File: src/sv/stt_pkg.sv
// shared types, token codes, character codes and keyword helpers of the tokenizer
// no dependencies; used by the scanner, the output queue, the top level and the checker
`default_nettype none

package stt_pkg;

  localparam int unsigned MAX_SOURCE_BYTES_DEF = 65536;
  localparam int unsigned RESULTS_MAX          = 3;
  localparam int unsigned QUEUE_DEPTH          = 4;

  localparam logic [15:0] LIM16   = 16'hFFFF;
  localparam logic [30:0] NUM_MAX = 31'h7FFF_FFFF;

  // scanner modes
  typedef enum logic [3:0] {
    MODE_IDLE,
    MODE_SLASH,
    MODE_EQ,
    MODE_BANG,
    MODE_LT,
    MODE_GT,
    MODE_NUMBER,
    MODE_IDENT,
    MODE_COMMENT
  } mode_t;

  // token kinds
  typedef logic [4:0] kind_t;
  localparam kind_t KIND_LPAREN    = 5'd0;
  localparam kind_t KIND_RPAREN    = 5'd1;
  localparam kind_t KIND_LBRACE    = 5'd2;
  localparam kind_t KIND_RBRACE    = 5'd3;
  localparam kind_t KIND_COMMA     = 5'd4;
  localparam kind_t KIND_SEMI      = 5'd5;
  localparam kind_t KIND_PLUS      = 5'd6;
  localparam kind_t KIND_MINUS     = 5'd7;
  localparam kind_t KIND_STAR      = 5'd8;
  localparam kind_t KIND_SLASH     = 5'd9;
  localparam kind_t KIND_EQUAL     = 5'd10;
  localparam kind_t KIND_EQEQ      = 5'd11;
  localparam kind_t KIND_BANGEQ    = 5'd12;
  localparam kind_t KIND_LESS      = 5'd13;
  localparam kind_t KIND_LESSEQ    = 5'd14;
  localparam kind_t KIND_GREATER   = 5'd15;
  localparam kind_t KIND_GREATEREQ = 5'd16;
  localparam kind_t KIND_NUMBER    = 5'd17;
  localparam kind_t KIND_IDENT     = 5'd18;
  localparam kind_t KIND_KEYWORD0  = 5'd19;
  localparam kind_t KIND_EOF       = 5'd25;

  // character codes
  localparam logic [7:0] CH_LPAREN = "(";
  localparam logic [7:0] CH_RPAREN = ")";
  localparam logic [7:0] CH_LBRACE = "{";
  localparam logic [7:0] CH_RBRACE = "}";
  localparam logic [7:0] CH_COMMA  = ",";
  localparam logic [7:0] CH_SEMI   = ";";
  localparam logic [7:0] CH_PLUS   = "+";
  localparam logic [7:0] CH_MINUS  = "-";
  localparam logic [7:0] CH_STAR   = "*";
  localparam logic [7:0] CH_SLASH  = "/";
  localparam logic [7:0] CH_EQ     = "=";
  localparam logic [7:0] CH_BANG   = "!";
  localparam logic [7:0] CH_LT     = "<";
  localparam logic [7:0] CH_GT     = ">";
  localparam logic [7:0] CH_NL     = 8'd10;
  localparam logic [7:0] CH_0      = "0";
  localparam logic [7:0] CH_9      = "9";
  localparam logic [7:0] CH_LA     = "a";
  localparam logic [7:0] CH_LZ     = "z";
  localparam logic [7:0] CH_UA     = "A";
  localparam logic [7:0] CH_UZ     = "Z";
  localparam logic [7:0] CH_UNDER  = "_";

  typedef struct packed {
    kind_t       kind;
    logic [15:0] start;
    logic [15:0] length;
    logic [15:0] line;
    logic [15:0] column;
    logic [30:0] value;
  } token_t;

  // tokens caused by one source byte, valid from slot 0 up to count-1
  typedef struct packed {
    logic [1:0]                   count;
    token_t [RESULTS_MAX-1:0]     tok;
  } bundle_t;

  function automatic token_t mk_token(input kind_t k, input logic [15:0] st,
                                      input logic [15:0] len, input logic [15:0] ln,
                                      input logic [15:0] col, input logic [30:0] val);
    token_t t;
    t.kind   = k;
    t.start  = st;
    t.length = len;
    t.line   = ln;
    t.column = col;
    t.value  = val;
    return t;
  endfunction

  // keyword lengths: fn let return if else while
  function automatic logic [2:0] kw_len(input logic [2:0] k);
    logic [2:0] r;
    case (k)
      3'd0:    r = 3'd2;
      3'd1:    r = 3'd3;
      3'd2:    r = 3'd6;
      3'd3:    r = 3'd2;
      3'd4:    r = 3'd4;
      3'd5:    r = 3'd5;
      default: r = 3'd7;
    endcase
    return r;
  endfunction

  // keyword character at a given index, zero past the end
  function automatic logic [7:0] kw_char(input logic [2:0] k, input logic [2:0] idx);
    logic [47:0] w;
    logic [7:0]  r;
    case (k)
      3'd0:    w = {"fn", 32'h0};
      3'd1:    w = {"let", 24'h0};
      3'd2:    w = "return";
      3'd3:    w = {"if", 32'h0};
      3'd4:    w = {"else", 16'h0};
      3'd5:    w = {"while", 8'h0};
      default: w = 48'h0;
    endcase
    case (idx)
      3'd0:    r = w[47:40];
      3'd1:    r = w[39:32];
      3'd2:    r = w[31:24];
      3'd3:    r = w[23:16];
      3'd4:    r = w[15:8];
      3'd5:    r = w[7:0];
      default: r = 8'h0;
    endcase
    return r;
  endfunction

  // drop keywords that no longer match after one more identifier character
  function automatic logic [5:0] hits_step(input logic [5:0] hits, input logic [7:0] c,
                                           input logic in_range, input logic [2:0] idx);
    logic [5:0] h;
    h = hits;
    for (int k = 0; k < 6; k++) begin
      if (!in_range || (idx >= kw_len(3'(k))) || (kw_char(3'(k), idx) != c)) begin
        h[k] = 1'b0;
      end
    end
    return h;
  endfunction

  // identifier or the first keyword still matching at this length
  function automatic kind_t ident_kind(input logic [5:0] hits, input logic [15:0] len);
    kind_t r;
    r = KIND_IDENT;
    for (int k = 5; k >= 0; k--) begin
      if (hits[k] && (len == {13'd0, kw_len(3'(k))})) begin
        r = KIND_KEYWORD0 + 5'(k);
      end
    end
    return r;
  endfunction

  function automatic logic has_pending(input mode_t m);
    return (m == MODE_SLASH) || (m == MODE_EQ) || (m == MODE_LT) || (m == MODE_GT) ||
           (m == MODE_NUMBER) || (m == MODE_IDENT);
  endfunction

  // kind of the token held pending in a mode
  function automatic kind_t pend_kind(input mode_t m, input logic [5:0] hits,
                                      input logic [15:0] len);
    kind_t r;
    case (m)
      MODE_SLASH:  r = KIND_SLASH;
      MODE_EQ:     r = KIND_EQUAL;
      MODE_LT:     r = KIND_LESS;
      MODE_GT:     r = KIND_GREATER;
      MODE_NUMBER: r = KIND_NUMBER;
      default:     r = ident_kind(hits, len);
    endcase
    return r;
  endfunction

  // acc * 10 + d, saturating at 2^31-1
  function automatic logic [30:0] acc_step(input logic [30:0] acc, input logic [3:0] d);
    logic [30:0] th;
    logic [34:0] p;
    th = (d > 4'd7) ? 31'd214748363 : 31'd214748364;
    p  = 35'({acc, 3'b000}) + 35'({acc, 1'b0}) + 35'(d);
    return (acc > th) ? NUM_MAX : p[30:0];
  endfunction

endpackage

`default_nettype wire

File: src/sv/stt_if.sv
// valid/ready channel interfaces for source bytes and tokens
// no dependencies
`default_nettype none

interface stt_in_if;
  logic       valid;
  logic       ready;
  logic [7:0] src_byte;
  logic       end_of_source;

  modport source (output valid, output src_byte, output end_of_source, input ready);
  modport sink   (input valid, input src_byte, input end_of_source, output ready);
endinterface

interface stt_out_if;
  logic        valid;
  logic        ready;
  logic [4:0]  token_kind;
  logic [15:0] token_start;
  logic [15:0] token_length;
  logic [15:0] line_number;
  logic [15:0] column_number;
  logic [30:0] number_value;
  logic        last_of_run;

  modport source (output valid, output token_kind, output token_start, output token_length,
                  output line_number, output column_number, output number_value,
                  output last_of_run, input ready);
  modport sink   (input valid, input token_kind, input token_start, input token_length,
                  input line_number, input column_number, input number_value,
                  input last_of_run, output ready);
endinterface

`default_nettype wire

File: src/sv/stt_scan.sv
// input register and single-pass scanner: one source byte in, a bundle of tokens out
// depends on stt_pkg and stt_in_if
`default_nettype none

module stt_scan #(
  parameter int unsigned MAX_SOURCE_BYTES = stt_pkg::MAX_SOURCE_BYTES_DEF
) (
  input  logic             clk,
  input  logic             rst_n,
  stt_in_if.sink           in_ch,
  input  logic             q_space,
  output logic             bund_we,
  output stt_pkg::bundle_t bund
);
  import stt_pkg::*;

  localparam int unsigned POS_W = $clog2(MAX_SOURCE_BYTES + 1);

  // input register
  logic       s1_valid_r;
  logic [7:0] s1_byte_r;
  logic       s1_eos_r;

  // scanner state
  mode_t            mode_r,   mode_nxt;
  logic [POS_W-1:0] pos_r,    pos_nxt;
  logic [POS_W-1:0] pstart_r, pstart_nxt;
  logic [15:0]      line_r,   line_nxt;
  logic [15:0]      col_r,    col_nxt;
  logic [30:0]      acc_r,    acc_nxt;
  logic [5:0]       hits_r,   hits_nxt;

  logic             fire;
  logic [7:0]       c;
  logic             take, is_nl, is_dig, is_alp;
  logic [15:0]      line_a, col_a;
  logic [POS_W-1:0] len_c, len_e, pos_n;
  logic [15:0]      len16_c, len16_e;
  mode_t            mode_c;
  logic [POS_W-1:0] pstart_c;
  logic [30:0]      acc_c;
  logic [5:0]       hits_c;
  logic             do_flush, do_fresh, two_v, punct_v;
  kind_t            two_kind, punct_kind;
  token_t           tok_a, tok_b, tok_c, tok2;
  logic             v_a, v_b, v_c, v2;
  bundle_t          bund_n;

  function automatic logic [15:0] sat16(input logic [POS_W-1:0] v);
    return (32'(v) > 32'(LIM16)) ? LIM16 : 16'(v);
  endfunction

  assign fire        = s1_valid_r && q_space;
  assign in_ch.ready = !s1_valid_r || q_space;

  // input register
  always_ff @(posedge clk) begin
    if (!rst_n) begin
      s1_valid_r <= 1'b0;
    end else if (in_ch.ready) begin
      s1_valid_r <= in_ch.valid;
    end
  end

  always_ff @(posedge clk) begin
    if (in_ch.ready && in_ch.valid) begin
      s1_byte_r <= in_ch.src_byte;
      s1_eos_r  <= in_ch.end_of_source;
    end
  end

  // scan one byte, then handle end of source
  always_comb begin
    c      = s1_byte_r;
    take   = pos_r < POS_W'(MAX_SOURCE_BYTES);
    is_nl  = (c == CH_NL);
    is_dig = (c >= CH_0) && (c <= CH_9);
    is_alp = ((c >= CH_LA) && (c <= CH_LZ)) || ((c >= CH_UA) && (c <= CH_UZ)) ||
             (c == CH_UNDER);

    // line and column after this byte
    line_a = line_r;
    col_a  = col_r;
    if (take) begin
      if (is_nl) begin
        if (line_r != LIM16) line_a = line_r + 16'd1;
        col_a = 16'd1;
      end else if (col_r != LIM16) begin
        col_a = col_r + 16'd1;
      end
    end

    len_c    = pos_r - pstart_r;
    len16_c  = sat16(len_c);
    mode_c   = mode_r;
    pstart_c = pstart_r;
    acc_c    = acc_r;
    hits_c   = hits_r;
    do_flush = 1'b0;
    do_fresh = 1'b0;
    two_v    = 1'b0;
    two_kind = KIND_EQEQ;

    // continue or end the pending token
    if (take) begin
      case (mode_r)
        MODE_COMMENT: begin
          do_fresh = is_nl;
        end
        MODE_SLASH: begin
          if (c == CH_SLASH) begin
            mode_c = MODE_COMMENT;
          end else begin
            do_flush = 1'b1;
            do_fresh = 1'b1;
          end
        end
        MODE_EQ, MODE_LT, MODE_GT: begin
          two_kind = (mode_r == MODE_EQ) ? KIND_EQEQ :
                     (mode_r == MODE_LT) ? KIND_LESSEQ : KIND_GREATEREQ;
          if (c == CH_EQ) begin
            two_v = 1'b1;
          end else begin
            do_flush = 1'b1;
            do_fresh = 1'b1;
          end
        end
        MODE_BANG: begin
          two_kind = KIND_BANGEQ;
          if (c == CH_EQ) begin
            two_v = 1'b1;
          end else begin
            do_fresh = 1'b1;
          end
        end
        MODE_NUMBER: begin
          if (is_dig) begin
            acc_c = acc_step(acc_r, c[3:0]);
          end else begin
            do_flush = 1'b1;
            do_fresh = 1'b1;
          end
        end
        MODE_IDENT: begin
          if (is_dig || is_alp) begin
            hits_c = hits_step(hits_r, c, (32'(len_c) < 32'd6), len_c[2:0]);
          end else begin
            do_flush = 1'b1;
            do_fresh = 1'b1;
          end
        end
        default: begin
          do_fresh = 1'b1;
        end
      endcase
    end

    if (two_v || do_flush) mode_c = MODE_IDLE;

    // start a new token at this byte
    punct_v    = 1'b0;
    punct_kind = KIND_LPAREN;
    if (do_fresh) begin
      pstart_c = pos_r;
      mode_c   = MODE_IDLE;
      case (c)
        CH_LPAREN: begin punct_v = 1'b1; punct_kind = KIND_LPAREN; end
        CH_RPAREN: begin punct_v = 1'b1; punct_kind = KIND_RPAREN; end
        CH_LBRACE: begin punct_v = 1'b1; punct_kind = KIND_LBRACE; end
        CH_RBRACE: begin punct_v = 1'b1; punct_kind = KIND_RBRACE; end
        CH_COMMA:  begin punct_v = 1'b1; punct_kind = KIND_COMMA;  end
        CH_SEMI:   begin punct_v = 1'b1; punct_kind = KIND_SEMI;   end
        CH_PLUS:   begin punct_v = 1'b1; punct_kind = KIND_PLUS;   end
        CH_MINUS:  begin punct_v = 1'b1; punct_kind = KIND_MINUS;  end
        CH_STAR:   begin punct_v = 1'b1; punct_kind = KIND_STAR;   end
        CH_SLASH:  mode_c = MODE_SLASH;
        CH_EQ:     mode_c = MODE_EQ;
        CH_BANG:   mode_c = MODE_BANG;
        CH_LT:     mode_c = MODE_LT;
        CH_GT:     mode_c = MODE_GT;
        default: begin
          if (is_dig) begin
            mode_c = MODE_NUMBER;
            acc_c  = {27'd0, c[3:0]};
          end else if (is_alp) begin
            mode_c = MODE_IDENT;
            hits_c = hits_step(6'h3F, c, 1'b1, 3'd0);
          end
        end
      endcase
    end

    // token ended by this byte, then a two-char operator or punctuation
    v_a   = do_flush;
    tok_a = mk_token(pend_kind(mode_r, hits_r, len16_c), 16'(pstart_r), len16_c,
                     line_r, col_r, (mode_r == MODE_NUMBER) ? acc_r : 31'd0);
    tok_b = two_v ? mk_token(two_kind, 16'(pstart_r), 16'd2, line_a, col_a, 31'd0)
                  : mk_token(punct_kind, 16'(pos_r), 16'd1, line_a, col_a, 31'd0);

    // end of source: flush what is pending, then end of file
    pos_n   = pos_r + POS_W'(take);
    len_e   = pos_n - pstart_c;
    len16_e = sat16(len_e);
    v2      = s1_eos_r && has_pending(mode_c);
    tok2    = mk_token(pend_kind(mode_c, hits_c, len16_e), 16'(pstart_c), len16_e,
                       line_a, col_a, (mode_c == MODE_NUMBER) ? acc_c : 31'd0);
    v_b     = two_v || punct_v || v2;
    if (!(two_v || punct_v)) tok_b = tok2;
    v_c     = s1_eos_r;
    tok_c   = mk_token(KIND_EOF, 16'(pos_n), 16'd0, line_a, col_a, 31'd0);

    // pack into consecutive slots
    bund_n.count  = 2'(v_a) + 2'(v_b) + 2'(v_c);
    bund_n.tok[0] = v_a ? tok_a : (v_b ? tok_b : tok_c);
    bund_n.tok[1] = (v_a && v_b) ? tok_b : tok_c;
    bund_n.tok[2] = tok_c;

    // next state, back to reset after end of source
    if (s1_eos_r) begin
      mode_nxt   = MODE_IDLE;
      pos_nxt    = '0;
      pstart_nxt = '0;
      line_nxt   = 16'd1;
      col_nxt    = 16'd1;
      acc_nxt    = 31'd0;
      hits_nxt   = 6'h3F;
    end else begin
      mode_nxt   = mode_c;
      pos_nxt    = pos_n;
      pstart_nxt = pstart_c;
      line_nxt   = line_a;
      col_nxt    = col_a;
      acc_nxt    = acc_c;
      hits_nxt   = hits_c;
    end
  end

  // scanner state registers
  always_ff @(posedge clk) begin
    if (!rst_n) begin
      mode_r   <= MODE_IDLE;
      pos_r    <= '0;
      pstart_r <= '0;
      line_r   <= 16'd1;
      col_r    <= 16'd1;
      acc_r    <= 31'd0;
      hits_r   <= 6'h3F;
    end else if (fire) begin
      mode_r   <= mode_nxt;
      pos_r    <= pos_nxt;
      pstart_r <= pstart_nxt;
      line_r   <= line_nxt;
      col_r    <= col_nxt;
      acc_r    <= acc_nxt;
      hits_r   <= hits_nxt;
    end
  end

  assign bund_we = fire && (bund_n.count != 2'd0);
  assign bund    = bund_n;

endmodule

`default_nettype wire

File: src/sv/stt_outq.sv
// bundle queue and serializer: stores token bundles and sends one token per transaction
// depends on stt_pkg and stt_out_if
`default_nettype none

module stt_outq (
  input  logic             clk,
  input  logic             rst_n,
  input  logic             bund_we,
  input  stt_pkg::bundle_t bund,
  output logic             q_space,
  stt_out_if.source        out_ch
);
  import stt_pkg::*;

  localparam int unsigned QA_W = $clog2(QUEUE_DEPTH);

  bundle_t         q_mem [QUEUE_DEPTH];
  logic [QA_W-1:0] wr_ptr_r, rd_ptr_r;
  logic [QA_W:0]   cnt_r;
  logic [1:0]      sub_r;
  logic            out_valid_r;
  token_t          out_tok_r;
  logic            out_last_r;

  bundle_t head;
  logic    q_nempty, load, head_last, pop;

  assign q_space   = cnt_r < (QA_W + 1)'(QUEUE_DEPTH);
  assign q_nempty  = cnt_r != '0;
  assign head      = q_mem[rd_ptr_r];
  assign head_last = (sub_r == (head.count - 2'd1));
  assign load      = q_nempty && (!out_valid_r || out_ch.ready);
  assign pop       = load && head_last;

  // queue storage
  always_ff @(posedge clk) begin
    if (bund_we) begin
      q_mem[wr_ptr_r] <= bund;
    end
  end

  // pointers, fill count and slot index within the head bundle
  always_ff @(posedge clk) begin
    if (!rst_n) begin
      wr_ptr_r <= '0;
      rd_ptr_r <= '0;
      cnt_r    <= '0;
      sub_r    <= 2'd0;
    end else begin
      if (bund_we) wr_ptr_r <= wr_ptr_r + QA_W'(1);
      if (pop)     rd_ptr_r <= rd_ptr_r + QA_W'(1);
      cnt_r <= cnt_r + (QA_W + 1)'(bund_we) - (QA_W + 1)'(pop);
      if (load) sub_r <= head_last ? 2'd0 : sub_r + 2'd1;
    end
  end

  // output register
  always_ff @(posedge clk) begin
    if (!rst_n) begin
      out_valid_r <= 1'b0;
    end else if (!out_valid_r || out_ch.ready) begin
      out_valid_r <= q_nempty;
    end
  end

  always_ff @(posedge clk) begin
    if (load) begin
      out_tok_r  <= head.tok[sub_r];
      out_last_r <= head_last;
    end
  end

  assign out_ch.valid         = out_valid_r;
  assign out_ch.token_kind    = out_tok_r.kind;
  assign out_ch.token_start   = out_tok_r.start;
  assign out_ch.token_length  = out_tok_r.length;
  assign out_ch.line_number   = out_tok_r.line;
  assign out_ch.column_number = out_tok_r.column;
  assign out_ch.number_value  = out_tok_r.value;
  assign out_ch.last_of_run   = out_last_r;

endmodule

`default_nettype wire

File: src/sv/source_text_tokenizer.sv
// channel  dir  payload                                              flow
// in_ch    in   src_byte, end_of_source                              valid / ready
// out_ch   out  token_kind, token_start, token_length, line_number,  valid / ready
//               column_number, number_value, last_of_run
//
// one source byte is accepted per cycle while the bundle queue has space; a byte is held in
// the input register, scanned combinationally into the bundle queue, and its tokens leave
// through the output register; a byte yields zero to three tokens, and the output register
// sends one token per cycle while out_ch.ready is high; the 4-entry bundle queue absorbs bursts
// in_ch.ready falls only while the bundle queue is full; reset is synchronous, active low
// top level of the tokenizer: wires the scanner to the output queue
// depends on stt_pkg, stt_if, stt_scan and stt_outq
`default_nettype none

module source_text_tokenizer #(
  parameter int unsigned MAX_SOURCE_BYTES = stt_pkg::MAX_SOURCE_BYTES_DEF
) (
  input  logic      clk,
  input  logic      rst_n,
  stt_in_if.sink    in_ch,
  stt_out_if.source out_ch
);
  import stt_pkg::*;

  bundle_t bund;
  logic    bund_we;
  logic    q_space;

  // scanner
  stt_scan #(
    .MAX_SOURCE_BYTES(MAX_SOURCE_BYTES)
  ) u_scan (
    .clk     (clk),
    .rst_n   (rst_n),
    .in_ch   (in_ch),
    .q_space (q_space),
    .bund_we (bund_we),
    .bund    (bund)
  );

  // bundle queue and token output
  stt_outq u_outq (
    .clk     (clk),
    .rst_n   (rst_n),
    .bund_we (bund_we),
    .bund    (bund),
    .q_space (q_space),
    .out_ch  (out_ch)
  );

endmodule

`default_nettype wire

File: src/flat_wrapper.sv
// flat-port wrapper written by rule: the top's interface ports become plain ports
module source_text_tokenizer_flat import stt_pkg::*;
#(
  parameter int unsigned MAX_SOURCE_BYTES = stt_pkg::MAX_SOURCE_BYTES_DEF
)
  (clk, rst_n, in_ch_valid, in_ch_src_byte, in_ch_end_of_source, in_ch_ready, out_ch_valid, out_ch_token_kind, out_ch_token_start, out_ch_token_length, out_ch_line_number, out_ch_column_number, out_ch_number_value, out_ch_last_of_run, out_ch_ready);
  stt_in_if in_ch_i ();
  stt_out_if out_ch_i ();
  input  logic clk;
  input  logic rst_n;
  input wire logic [$bits(in_ch_i.valid)-1:0] in_ch_valid;
  input wire logic [$bits(in_ch_i.src_byte)-1:0] in_ch_src_byte;
  input wire logic [$bits(in_ch_i.end_of_source)-1:0] in_ch_end_of_source;
  output wire logic [$bits(in_ch_i.ready)-1:0] in_ch_ready;
  output wire logic [$bits(out_ch_i.valid)-1:0] out_ch_valid;
  output wire logic [$bits(out_ch_i.token_kind)-1:0] out_ch_token_kind;
  output wire logic [$bits(out_ch_i.token_start)-1:0] out_ch_token_start;
  output wire logic [$bits(out_ch_i.token_length)-1:0] out_ch_token_length;
  output wire logic [$bits(out_ch_i.line_number)-1:0] out_ch_line_number;
  output wire logic [$bits(out_ch_i.column_number)-1:0] out_ch_column_number;
  output wire logic [$bits(out_ch_i.number_value)-1:0] out_ch_number_value;
  output wire logic [$bits(out_ch_i.last_of_run)-1:0] out_ch_last_of_run;
  input wire logic [$bits(out_ch_i.ready)-1:0] out_ch_ready;
  assign in_ch_i.valid = in_ch_valid;
  assign in_ch_i.src_byte = in_ch_src_byte;
  assign in_ch_i.end_of_source = in_ch_end_of_source;
  assign in_ch_ready = in_ch_i.ready;
  assign out_ch_valid = out_ch_i.valid;
  assign out_ch_token_kind = out_ch_i.token_kind;
  assign out_ch_token_start = out_ch_i.token_start;
  assign out_ch_token_length = out_ch_i.token_length;
  assign out_ch_line_number = out_ch_i.line_number;
  assign out_ch_column_number = out_ch_i.column_number;
  assign out_ch_number_value = out_ch_i.number_value;
  assign out_ch_last_of_run = out_ch_i.last_of_run;
  assign out_ch_i.ready = out_ch_ready;
  source_text_tokenizer #(.MAX_SOURCE_BYTES(MAX_SOURCE_BYTES)) u_core (.clk(clk), .rst_n(rst_n), .in_ch(in_ch_i), .out_ch(out_ch_i));
endmodule
File: config.mk
export PLATFORM = sky130hd
export DESIGN_NAME = source_text_tokenizer_flat
export DESIGN_NICKNAME = d
export VERILOG_FILES = /design/src/sv/stt_pkg.sv /design/src/sv/stt_if.sv /design/src/sv/stt_scan.sv /design/src/sv/stt_outq.sv /design/src/sv/source_text_tokenizer.sv /design/src/flat_wrapper.sv
export SDC_FILE = /design/constraint.sdc
export NUM_CORES = 2
export LEC_CHECK = 0
export BUFFER_PORTS_ARGS = -buffer_cell sky130_fd_sc_hd__buf_2
export CAP_MARGIN = 20
export CORE_MARGIN = 2
export CORE_UTILIZATION = 60
export CTS_CLUSTER_SIZE = 20
export DETAILED_ROUTE_END_ITERATION = 8
export PLACE_DENSITY = 0.74
export SLEW_MARGIN = 20
export SYNTH_ARGS = -nofsm -noshare
export SYNTH_HDL_FRONTEND = slang
export SYNTH_SLANG_ARGS = --single-unit
File: constraint.sdc
create_clock -name clk -period 13.9 [get_ports clk]
set_clock_uncertainty 0.15 [all_clocks]
set_input_delay 0 -clock clk [delete_from_list [all_inputs] [get_ports clk]]
set_output_delay 0 -clock clk [all_outputs]
set_load 0.05 [all_outputs]
# == Word-level counts from Yosys, hierarchy flattened ==
# Memories as Yosys holds them, arrays and structs flattened. A register that Yosys moved wholly into a read port is not among the register bits.
# Cells that the tools add are included.
# totals
input_bits,13
regBits,228
latch_bits,0
mem_bits_rw,1000
mem_count,1
rom_bits,0
# classes
multipliers,0
eq_ne,60
n_reduce_logical,66
bitwise_logic,0
n_div,0
n_mux,191
shifts,0
n_addsub,15
n_lt_le_gt_ge,24
# memory_table
memory,depth,word_bits,read_ports,rd_ports_with_merged_regs,wr,line,source
u_core.u_outq.q_mem,4,250,1,1,1,stt_outq.sv:17,bundle_t q_mem [QUEUE_DEPTH];
# ops
op,n
$mux 100,6
$mux 8,42
$mux 31,10
$bmux 100 s2,1
$eq 16x3->1,10
$mux 16,10
$mux 3,48
$eq 8x6->1 const B,12
$ne 8x8->1,12
$pmux 7 s5,2
$mux 5,13
$mux 17,3
$pmux 5 s5,2
$mux 6,8
$pmux 7 s3,2
$mux 4,9
$gt 17x16->1 const B,2
$sub 17x17->17,2
$add 16x1->16 const B,2
$eq 4x3->1 const B,8
$ne 16x16->1 const B,2
$pmux 4 s8,1
$add 31x31->31,1
$add 31x4->31,1
other kinds (47),147

# == Longest topological paths before layout ==
# logic_depth
ltp_word,30
ltp_mapped,26

# == Modules after synthesis ==
# A second synthesis with hierarchy kept.
# unflattened
hier_cells,4206
area_unflattened_um2,63677.3
# modules_own_cells
module,n_inst,cells_each,area_per_inst_um2,seq_area_each_um2
stt_outq,1,2091,49124.6,39547.9
stt_scan,1,2115,14552.7,2432.3

# == Least setup slack after synthesis ==
# Ideal clock, no wire load.
# synth_path
path_type,reg-to-reg
from,"register u_core.u_scan.s1_byte_r[6], in the netlist u_core.u_scan.c[6]"
to,memory u_core.u_outq.q_mem[0][0] (netlist bit) (enable)
stages_incl_launch_ff,20
synth_period_minus_slack_ns,10.181
setup_time_ns,0.606
path_buffers,4
path_slack_ns,3.719
arrival_ns,9.425
required_ns,13.144
cell_sequence,edfxtp_1 > buf_6 > nand4bb_4 > nand2b_1 > a32oi_1 > nand2_1 > o21ai_1 > nand2_1 > o22a_1 > clkbuf_1 > xnor2_1 > o211a_1 > clkbuf_1 > nor2_2 > clkinv_1 > clkbuf_1 > fa_1 > nor2_1 > nor2_1 > and2_1
# synth_lines
element,line,source
"start, declared",stt_scan.sv:21,logic [7:0] s1_byte_r;
"start signal, assigned",stt_scan.sv:67,s1_byte_r <= in_ch.src_byte;
"end, declared",stt_outq.sv:17,

==> qor.yml <==
min_period_ns: 7.96
core.rowCount: 105
max_freq_mhz: 126
utilization_pct: 67.8
area_growth_syn_to_layout_pct: 11.4
cp_slowest_cell: "and2_4"
grt_pass1_wl_um: 179000
start_kind: "register"
antenna_found_initial: 5
end_kind: "register"
wl_per_cell_um: 23.7
vias: 30600
cap_violations: 0
async_flop_share_pct: 0
grt_pass1_vias: 30600
nFillCells: 5664
gp_congestion: 0.969
cts_resized: 0
antenna_left: 0
num_io_pins: 116
setup_tns_ns: 0
via_per_inst: 6.26
crit_top_cell: "nor2_1"
yosysTopAreaCell: "edfxtp_1"
tritoncts: "done"
max-vdd-ir-drop_mv: 0.169
drt_wl_total_um: 116000
h-tree-depth: 3
first_pass_iters: 6
drcViolationCount: 0
yosysSeqAreaShare_pct: 63.6
avgSynthCellArea_sq_um: 14.2
overflow: 0
cts-hold-fix-buffers: 24
p_per_area_nw_per_um2: 162
rsz0062_at_grt: "false"
post_cts_buffers: 0
ys_ff_latch: 1102
hold_path.class: "in -> reg"
slowest_delay_ns: 0.89
synthTopCellsByArea: "edfxtp_1, mux4_2, dfxtp_1, ha_1, o21ai_0"
grt.total_usage_pct: 27.2
ys.flop_type: "edfxtp_1"
hold_end: "u_core.u_scan.line_r[0]"
clk_pin_slew_ns: 0.06
grt_max_degree: 161
reg2reg_slack_ns: 5.94
path_delay_family: "simple AND/OR/NAND/NOR gates"
fp.dieW_um: 293
worstPathCellList: "and2_1, nand4_1, a32oi_1, a31o_2, nand3b_1, o22ai_1, xnor2_1, o211a_1, nor2_2, clkinv_1, buf_4, fa_1, nor2_1, nor2_1, and2_4, buf_12"
nets: 3827
finalMaxSlewViolations: 0
portBuffers: 115
finalCritPeriodShare_pct: 57.3
max_slew.worst_pin.slew_ns: 1.13
arrival_ns: 8.08
timing.rr.end: "u_core.u_outq.q_mem[0][103]"
core_sq_um: 82400
drt_iter0_markers: 2900
cts_buffers: 108
r2r_start: "u_core.u_scan.c[0]"
synth_top_area_share_pct: 58.8
setup.worst_path.class: "reg -> reg"
cp_data_required_time_ns: 14.02
ys_warn_count: 0
hold_viol_final: 0
setup_viol: 0
synth_edf_count: 982
hold_start: "rst_n"
clock-sinks: 1102
start_util_pct: 60.8
ff2ff_path_depth: 16
outcome: "complete, no violations"
critPathMaxFanout: 160
cellLeakagePower_nw: 19.2
root_buffer: "clkbuf_16"
dieHeight_um: 293
syn_area_sq_um: 50100
clock_path_buffers: 3
min_path_cells: 3
drive_gt1_share_pct: 15.7
worstSkewPairLatency_ns: 0.67
die_area_sq_um: 85900
ys_types: 95
maxSlewHeadroom_pct: 24.4
dp_hpwl_um: 70200
synth_cells: 3527
cp_num_buf_inv: 3
-- cells by family (layout without fill, tap and decap cells) --
kind of cell / after synthesis / in the layout / synth area share (%)
xor gates and xnor gates: 110 / 110 / 1.92
buffers and inverters: 281 / 454 / 2.21
other: 1 / 111 / 0.00748
muxes: 333 / 333 / 12.1
and+or+nand+nor: 919 / 919 / 8.69
DFF: 1102 / 1102 / 63.6
adders and majority gates: 103 / 103 / 2.63
AOI/OAI and AO/OA: 678 / 678 / 8.78
-- through the flow --
| step | worst slack, ns | cell area [sq um] | total power, W | cells | hold WS [ns] |
|---|---|---|---|---|---|
| after floorplan | 3.72 | 50500 | 0.00574 | 3634 | -0.0511 |
| after global placement | 6.22 | 52100 | 0.00623 | 4650 | 0.0297 |
| after detailed placement | 6.10 | 52100 | 0.00626 | 4650 | 0.0326 |
| after CTS | 6.05 | 55800 | 0.00914 | 4876 | 0.0818 |
| after global routing | 5.49 | 55800 | 0.00939 | 4880 | 0.116 |
| final | 5.94 | 55800 | 0.00905 | 4880 | 0.120 |
-- power breakdown --
| part | total, W | switching, W | internal, W |
|---|---|---|---|
| sequential | 0.00410 | 0.000126 | 0.00397 |
| combinational | 0.00207 | 0.00141 | 0.000655 |
| clock | 0.00288 | 0.00121 | 0.00167 |
| total | 0.00905 | 0.00275 | 0.00630 |
-- worst register-to-register path, delay by kind of cell, from the launching register on --
kind	cells	cell delay, ns
AOI/OAI and AO/OA	4	1.94
xor gates and xnor gates	1	0.13
adders and majority gates	1	0.64
buffers and inverters	3	1.28
DFF	1	0.81
and+or+nand+nor	7	2.44
-- Yosys cell counts (all sizes together) (6+ instances only) --
cell	instances
o211ai	22
or2	16
o31a	6
xnor2	69
edfxtp	982
a21boi	9
nand2	301
nor4	13
a31oi	29
nand2b	16
a211o	7
a22oi	48
dfxtp	120
mux2i	111
nor2b	73
nand3	45
o2111ai	6
or3	8
nand3b	6
o21a	12
o41ai	7
and3	29
a211oi	9
o221ai	25
nor3	54
o21ai	230
o21bai	12
ha	94
clkbuf	151
inv	66
buf	61
o22ai	31
xor2	41
o31ai	21
a21oi	127
mux4	218
nand4	25
nor2	247
a21o	24
o311ai	7
and2	66
-- worst max-delay path by stage --
stage                       startpoint                           to  slack, ns  cells after the start
finish              u_core.u_scan.c[0]  u_core.u_outq.q_mem[0][103]       5.94                     16
detailed placement  u_core.u_scan.c[0]   u_core.u_outq.q_mem[0][89]       6.10                     16
floorplan           u_core.u_scan.c[6]    u_core.u_outq.q_mem[0][0]       3.72                     19
global placement    u_core.u_scan.c[2]  u_core.u_outq.q_mem[0][240]       6.22                     16
global route        u_core.u_scan.c[0]   u_core.u_outq.q_mem[0][68]       5.49                     16
CTS                 u_core.u_scan.c[0]   u_core.u_outq.q_mem[0][96]       6.05                     16
-- final cells by class --
class | count | area (sq um) | area share [%]
antenna | 3 | 7.51 | 0.0134
clock buffer | 140 | 2940 | 5.26
clock inverter | 62 | 586 | 1.05
inverter | 69 | 262 | 0.468
multi-input combinational | 2251 | 17600 | 31.5
sequential | 1102 | 31900 | 57.1
tap | 1070 | 1340 | 2.40
timing repair buffer | 183 | 1210 | 2.17
-- sequential cells by signal, summed over array words and instances (netlist names), 5 cells and up, named ones only --
register                            cells
u_core.u_scan.c                         8
u_core.u_outq.out_ch.token_kind         5
u_core.u_outq.q_mem                   872
u_core.u_scan.col_r                    16
u_core.u_scan.line_r                   16
u_core.u_outq.out_ch.line_number       16
u_core.u_scan.hits_r                    6
u_core.u_scan.pstart_r                 17
u_core.u_scan.acc_r                    31
u_core.u_outq.out_ch.column_number     16
u_core.u_scan.pos_r                    17
u_core.u_outq.out_ch.token_length      16
u_core.u_outq.out_ch.number_value      31
u_core.u_outq.out_ch.token_start       16
-- per-layer routing --
metal / track usage [%] / vias up / wire, um
li1: - / 13900 / -
met4: 10.2 / 2 / 4080
met1: 37.1 / 15300 / 47800
met5: 0 / - / 16
met2: 45.2 / 1115 / 56800
met3: 3.49 / 232 / 7020
-- cells in the final DEF (no fill, tap or decap), drive strengths merged, types with 13 or more instances in the layout --
cell / count
edfxtp: 982
xnor2: 69
nand2: 301
xor2: 41
o21ai: 230
conb: 108
dfxtp: 120
clkinv: 45
nor4: 13
mux2i: 111
inv: 71
o31ai: 21
dlygate4sd3: 24
nand3: 45
ha: 94
a21oi: 127
a21o: 24
a22oi: 48
nor2b: 73
and3: 29
nand4: 25
clkbuf: 140
or2: 16
o22ai: 31
buf: 159
nand2b: 16
and2: 66
nor3: 54
o221ai: 25
mux4: 218
o211ai: 22
a31oi: 29
nor2: 247
Note: power is estimated with default switching activity, not from simulation.
